File: src/rtl/lmp_pkg.sv
// Package for the Legendre monomial product block: fixed-point widths,
// beat payload structs, controller/datapath command and status types and
// the Legendre coefficient tables. Depends on nothing.
`timescale 1ns / 1ps
`default_nettype none

package lmp_pkg;

	// Fixed-point format of inputs, results and the running product.
	localparam int FRAC_BITS = 30;
	localparam int DATA_W    = 32;
	localparam int DEG_W     = 4;

	// Horner accumulator: coefficient sums stay below 2^20 times one.
	localparam int MAG_W  = FRAC_BITS + 21;
	localparam int ACC_W  = MAG_W + 1;
	localparam int OPB_W  = FRAC_BITS + 1;
	localparam int LO_W   = (MAG_W + 1) / 2;
	localparam int HI_W   = MAG_W - LO_W;
	localparam int PP_W   = LO_W + OPB_W;
	localparam int PROD_W = MAG_W + OPB_W;

	localparam int COEF_W  = 18;
	localparam int CNT_W   = 3;
	localparam int SHIFT_W = 4;

	localparam logic signed [DATA_W-1:0] ONE_Q = DATA_W'(1) << FRAC_BITS;
	localparam logic [DEG_W-1:0] MAX_DEGREE = DEG_W'(10);

	typedef struct packed {
		logic signed [DATA_W-1:0] x_value;
		logic [DEG_W-1:0]         degree;
		logic                     last_variable;
	} item_t;

	typedef struct packed {
		logic signed [DATA_W-1:0] product;
		logic                     bad_degree;
	} result_t;

	typedef enum logic [2:0] {
		ST_IDLE,
		ST_SETUP,
		ST_LO,
		ST_HI,
		ST_SUM,
		ST_WB,
		ST_SCALE,
		ST_EMIT
	} lmp_state_t;

	// Which multiply the shared unit is doing.
	typedef enum logic [1:0] {
		OP_Y,
		OP_HORNER,
		OP_ODD,
		OP_RUN
	} lmp_op_t;

	typedef struct packed {
		logic             load;
		lmp_op_t          op;
		logic             setup;
		logic             mul_lo;
		logic             mul_hi;
		logic             mul_sum;
		logic             wb;
		logic             acc_init;
		logic [CNT_W-1:0] k;
		logic             scale;
		logic             emit;
	} lmp_cmd_t;

	typedef struct packed {
		logic             in_bad;
		logic             in_last;
		logic [CNT_W-1:0] cnt;
		logic             odd;
		logic             last;
		logic             out_free;
	} lmp_sts_t;

	// Number of Horner coefficients for a degree.
	function automatic logic [CNT_W-1:0] cnt_of(input logic [DEG_W-1:0] deg);
		logic [CNT_W-1:0] c;
		case (deg)
			4'd0, 4'd1: c = 3'd1;
			4'd2, 4'd3: c = 3'd2;
			4'd4, 4'd5: c = 3'd3;
			4'd6, 4'd7: c = 3'd4;
			4'd8, 4'd9: c = 3'd5;
			4'd10:      c = 3'd6;
			default:    c = 3'd1;
		endcase
		return c;
	endfunction

	// Odd degrees finish with one multiply by x.
	function automatic logic odd_of(input logic [DEG_W-1:0] deg);
		return deg[0];
	endfunction

	// Power of two that divides the integer coefficients.
	function automatic logic [SHIFT_W-1:0] shift_of(input logic [DEG_W-1:0] deg);
		logic [SHIFT_W-1:0] s;
		case (deg)
			4'd0, 4'd1: s = 4'd0;
			4'd2, 4'd3: s = 4'd1;
			4'd4, 4'd5: s = 4'd3;
			4'd6, 4'd7: s = 4'd4;
			4'd8, 4'd9: s = 4'd7;
			4'd10:      s = 4'd8;
			default:    s = 4'd0;
		endcase
		return s;
	endfunction

	// Integer coefficients, highest power of x first.
	function automatic logic signed [COEF_W-1:0] coef_of(input logic [DEG_W-1:0] deg,
		input logic [CNT_W-1:0] k);
		logic signed [COEF_W-1:0] c;
		case ({deg, k})
			{4'd0, 3'd0}:  c = 18'sd1;
			{4'd1, 3'd0}:  c = 18'sd1;
			{4'd2, 3'd0}:  c = 18'sd3;
			{4'd2, 3'd1}:  c = -18'sd1;
			{4'd3, 3'd0}:  c = 18'sd5;
			{4'd3, 3'd1}:  c = -18'sd3;
			{4'd4, 3'd0}:  c = 18'sd35;
			{4'd4, 3'd1}:  c = -18'sd30;
			{4'd4, 3'd2}:  c = 18'sd3;
			{4'd5, 3'd0}:  c = 18'sd63;
			{4'd5, 3'd1}:  c = -18'sd70;
			{4'd5, 3'd2}:  c = 18'sd15;
			{4'd6, 3'd0}:  c = 18'sd231;
			{4'd6, 3'd1}:  c = -18'sd315;
			{4'd6, 3'd2}:  c = 18'sd105;
			{4'd6, 3'd3}:  c = -18'sd5;
			{4'd7, 3'd0}:  c = 18'sd429;
			{4'd7, 3'd1}:  c = -18'sd693;
			{4'd7, 3'd2}:  c = 18'sd315;
			{4'd7, 3'd3}:  c = -18'sd35;
			{4'd8, 3'd0}:  c = 18'sd6435;
			{4'd8, 3'd1}:  c = -18'sd12012;
			{4'd8, 3'd2}:  c = 18'sd6930;
			{4'd8, 3'd3}:  c = -18'sd1260;
			{4'd8, 3'd4}:  c = 18'sd35;
			{4'd9, 3'd0}:  c = 18'sd12155;
			{4'd9, 3'd1}:  c = -18'sd25740;
			{4'd9, 3'd2}:  c = 18'sd18018;
			{4'd9, 3'd3}:  c = -18'sd4620;
			{4'd9, 3'd4}:  c = 18'sd315;
			{4'd10, 3'd0}: c = 18'sd46189;
			{4'd10, 3'd1}: c = -18'sd109395;
			{4'd10, 3'd2}: c = 18'sd90090;
			{4'd10, 3'd3}: c = -18'sd30030;
			{4'd10, 3'd4}: c = 18'sd3465;
			{4'd10, 3'd5}: c = -18'sd63;
			default:       c = 18'sd0;
		endcase
		return c;
	endfunction

endpackage

`default_nettype wire

File: src/rtl/lmp_ctrl.sv
// Controller of the Legendre monomial product block: sequences the shared
// multiplier through the Horner steps and the product update.
// Depends on lmp_pkg.
`timescale 1ns / 1ps
`default_nettype none

module lmp_ctrl (
	input  logic              clk,
	input  logic              arst_n,
	input  logic              item_valid,
	output logic              item_stall,
	input  lmp_pkg::lmp_sts_t sts,
	output lmp_pkg::lmp_cmd_t cmd
);
	import lmp_pkg::*;

	lmp_state_t       state_q, state_d;
	lmp_op_t          op_q, op_d;
	logic [CNT_W-1:0] k_q, k_d;

	// State, current multiply and coefficient index.
	always_ff @(posedge clk or negedge arst_n) begin
		if (!arst_n) begin
			state_q <= ST_IDLE;
			op_q    <= OP_Y;
			k_q     <= '0;
		end else begin
			state_q <= state_d;
			op_q    <= op_d;
			k_q     <= k_d;
		end
	end

	// Next state and datapath commands.
	always_comb begin
		state_d    = state_q;
		op_d       = op_q;
		k_d        = k_q;
		cmd        = '0;
		cmd.op     = op_q;
		cmd.k      = k_q;
		item_stall = (state_q != ST_IDLE);
		unique case (state_q)
			ST_IDLE: begin
				if (item_valid) begin
					cmd.load = 1'b1;
					if (sts.in_bad) begin
						// The factor is one, so only the flag changes.
						state_d = sts.in_last ? ST_EMIT : ST_IDLE;
					end else begin
						op_d    = OP_Y;
						k_d     = '0;
						state_d = ST_SETUP;
					end
				end
			end
			ST_SETUP: begin
				cmd.setup = 1'b1;
				state_d   = ST_LO;
			end
			ST_LO: begin
				cmd.mul_lo = 1'b1;
				state_d    = ST_HI;
			end
			ST_HI: begin
				cmd.mul_hi = 1'b1;
				state_d    = ST_SUM;
			end
			ST_SUM: begin
				cmd.mul_sum = 1'b1;
				state_d     = ST_WB;
			end
			ST_WB: begin
				cmd.wb = 1'b1;
				unique case (op_q)
					OP_Y: begin
						cmd.acc_init = 1'b1;
						if (sts.cnt > CNT_W'(1)) begin
							op_d    = OP_HORNER;
							k_d     = CNT_W'(1);
							state_d = ST_SETUP;
						end else if (sts.odd) begin
							op_d    = OP_ODD;
							state_d = ST_SETUP;
						end else begin
							state_d = ST_SCALE;
						end
					end
					OP_HORNER: begin
						if (CNT_W'(k_q + 1'b1) < sts.cnt) begin
							k_d     = CNT_W'(k_q + 1'b1);
							state_d = ST_SETUP;
						end else if (sts.odd) begin
							op_d    = OP_ODD;
							state_d = ST_SETUP;
						end else begin
							state_d = ST_SCALE;
						end
					end
					OP_ODD: begin
						state_d = ST_SCALE;
					end
					OP_RUN: begin
						state_d = sts.last ? ST_EMIT : ST_IDLE;
					end
					default: begin
						state_d = ST_IDLE;
					end
				endcase
			end
			ST_SCALE: begin
				cmd.scale = 1'b1;
				op_d      = OP_RUN;
				state_d   = ST_SETUP;
			end
			ST_EMIT: begin
				// Wait until the output register can take the result.
				if (sts.out_free) begin
					cmd.emit = 1'b1;
					state_d  = ST_IDLE;
				end
			end
			default: begin
				state_d = ST_IDLE;
			end
		endcase
	end

endmodule

`default_nettype wire

File: config.mk
export PLATFORM = sky130hd
export DESIGN_NAME = lmp_ctrl
export DESIGN_NICKNAME = d
export VERILOG_FILES = /design/src/rtl/lmp_pkg.sv /design/src/rtl/lmp_ctrl.sv
export SDC_FILE = /design/constraint.sdc
export NUM_CORES = 1
export LEC_CHECK = 0
export BUFFER_PORTS_ARGS = -buffer_cell sky130_fd_sc_hd__buf_4
export CORE_UTILIZATION = 40
export CTS_CLUSTER_SIZE = 14
export DETAILED_ROUTE_END_ITERATION = 16
export GPL_TIMING_DRIVEN = 0
export MAX_ROUTING_LAYER = met4
export PLACE_DENSITY = 0.66
export RECOVER_POWER = 100
export SYNTH_ARGS = -nofsm -noshare
export SYNTH_HDL_FRONTEND = slang
export SYNTH_SLANG_ARGS = --single-unit
export TNS_END_PERCENT = 100
File: constraint.sdc
create_clock -name clk -period 7.7 [get_ports clk]
set_clock_uncertainty 0.1 [all_clocks]
set_input_delay 0.77 -clock clk [delete_from_list [all_inputs] [get_ports clk]]
set_output_delay 0.77 -clock clk [all_outputs]
set_load 0.1 [all_outputs]
==> impl_metrics.tcl <==
set metrics [dict create \
    routed.top_layer "met4" \
    portBuffers 25 \
    status "complete, no violations" \
    n_antenna_cell 0 \
    synth-seq-area-share_pct 26.9 \
    first_global_vias 711 \
    ys_ff_latch 8 \
    start_kind "flip-flop" \
    yosysWarnings 0 \
    antenna_found_initial 0 \
    wl_met2_um 756 \
    die_h_um 45.1 \
    grt-ovfl-total 0 \
    synth-async-reset-ratio_pct 100 \
    fin_setup_tns_ns 0 \
    cp_common_cell "clkbuf_1" \
    tightestPinTransition_ns 1.18 \
    crit_fanout 10 \
    hold_violations 0 \
    htree_levels 1 \
    cts_resized 0 \
    finalCriticalPeriod_ns 3.04 \
    finalNetCount 133 \
    fillCellCount 204 \
    final_core_util_pct 51.9 \
    synth_edf_count 0 \
    cp_slowest_stage_delay_ns 0.87 \
    grt_setup_unrepaired "false" \
    yosysUniqueCellTypes 35 \
    cp.required_ns 6.83 \
    route.met3.wl_um 68 \
    finalSetupViolations 0 \
    clkLatencyLatePin_ns 0.25 \
    crit_family "buffers and inverters" \
    crit_chain "clkbuf_1, nand2_1, nor2_1, clkbuf_1" \
    die_w_um 45.1 \
    dr.pass1.iters 4 \
    postSynthAreaPerCell_um2 8.35 \
    route.detailed.drc 0 \
    netlist_area_um2 743 \
    cts_tree "built" \
    track_usage_pct 20.7 \
    relSlewSlack_pct 21.9 \
    critPathSlowestCell "clkbuf_1" \
    io_pins 26 \
    placed_area_um2 962 \
    std_cell_rows 15 \
    ys.flop_type "dfrtp_1" \
    avgViaCountPerCell 5.34 \
    final_area_um2 896 \
    dp_hpwl_mm 1.33 \
    drive_gt1_share_pct 16.2 \
    slew_viol_final 0 \
    start_util_pct 43.0 \
    worst_hold_path_type "in2async" \
    ant_nets 0 \
    clkSinkCount 8 \
    period_share_pct 39.5 \
    die-area_um2 2030 \
    path_clk_slew_ns 0.05 \
    cts_root_buffer "clkbuf_4" \
    ctsHoldBuffers 0 \
    clock_path_buffers 2 \
    gp_congestion 0.820 \
    via_count 758 \
    arrival_ns 2.17 \
    cp.buffers_inverters 2 \
    m1WireLength_um 847 \
    grt_max_degree 11 \
    grt_pass1_wl_mm 2.95 \
    areaGrowthSynthToFinish_pct 20.5 \
    synth_cells 89 \
    endpoint_kind "output port" \
    crit_type "reg2out" \
    cts_buffers 3 \
    totalWireLength_mm 1.68 \
    core_um2 1730 \
    wl_per_cell_um 11.9 \
    post_cts_buffers 0 \
    synth_nets 103 \
    drtIter0Drc 10 \
    cap_viol_max_count 0 \
    fmax_ghz 0.329 \
]
==> cell usage in the layout, fill, tap and decap left out, drive strengths merged, types with 2 or more instances in the layout <==
cell | Yosys | layout
clkbuf | 1 | 20
buf | 3 | 12
nor2 | 9 | 9
nand2 | 9 | 9
dfrtp | 8 | 8
inv | 7 | 7
o21ai | 7 | 7
nor3 | 4 | 4
nand3 | 4 | 4
a21oi | 4 | 4
nand3b | 3 | 3
nand2b | 3 | 3
ha | 3 | 3
and2 | 2 | 2
nor3b | 2 | 2
a21o | 2 | 2
a21boi | 2 | 2
o41a | 2 | 2
o211ai | 2 | 2
o41ai | 2 | 2
==> per-layer routing <==
metal  track usage (%)  up-vias
li1                  -      383
met1              27.2      356
met2              33.0       17
met3              3.60        2
met4              5.45        0
met5                 -        -
==> final cells by class <==
cell class	count	area, um2	area share [%]
Sequential cell	8	200	22.3
Tap cell	25	31.3	3.49
Clock buffer	3	22.5	2.51
Timing Repair Buffer	25	128	14.2
Inverter	7	26.3	2.93
Buffer	4	25.0	2.79
Multi-Input combinational cell	70	463	51.7
==> flip-flops by register name, summed over array words and instances (netlist names) <==
signal and flops:
op_q 2, state_q 3, k_q 3
==> worst reg2reg max path, stage by stage, from the launching register on <==
cell and delay (ns):
dfrtp_1 0.43, ha_1 0.26, xor2_1 0.15, ha_1 0.29, a21o_1 0.18, a31oi_1 0.35, nor2_1 0.07, o311a_1 0.34
o41a_1 0.39
==> path summary, 6_finish.rpt <==
path | endpoint | cells past startpoint | startpoint | slack, ns
hold / removal | op_q[1] | 1 | arst_n | 0.31
setup reg to reg | state_q[2] | 8 | k_q[0] | 5.01
setup / recovery | cmd[8] | 4 | state_q[0] | 4.66
max in group asynchronous | state_q[1] | 1 | arst_n | 6.90
hold reg to reg | k_q[1] | 2 | k_q[1] | 0.43
min in group clk | k_q[1] | 2 | k_q[1] | 0.43
==> through the flow <==
stage | setup WS [ns] | hold slack (ns) | instances
global placement | 5.00 | 0.409 | 139
CTS | 5.05 | 0.223 | 142
detailed placement | 4.99 | 0.420 | 139
global route | 4.50 | 0.359 | 142
finish | 4.66 | 0.315 | 142
floorplan | 3.72 | 0.374 | 89
==> cell families (layout without fill, tap and decap cells) <==
family | after synthesis | in the layout | synth area share [%]
AOI/OAI and AO/OA | 27 | 27 | 32.7
xor gates and xnor gates | 1 | 1 | 1.18
adders and majority gates | 3 | 3 | 5.05
DFF | 8 | 8 | 26.9
buffers and inverters | 11 | 39 | 6.90
and+or+nand+nor | 39 | 39 | 27.3
==> Yosys cell counts, drive strengths merged (3+ instances only) <==
library cell / count / area [um2]
a21oi: 4 / 31.3
buf: 3 / 21.3
dfrtp: 8 / 200
ha: 3 / 37.5
inv: 7 / 26.3
nand2: 9 / 33.8
nand2b: 3 / 18.8
nand3: 4 / 20.0
nand3b: 3 / 22.5
nor2: 9 / 33.8
nor3: 4 / 20.0
o21ai: 7 / 35.0
Power is left out: the tool's default activity adds up to more than one toggle a clock period on the data nets, which glitch-free logic cannot reach.
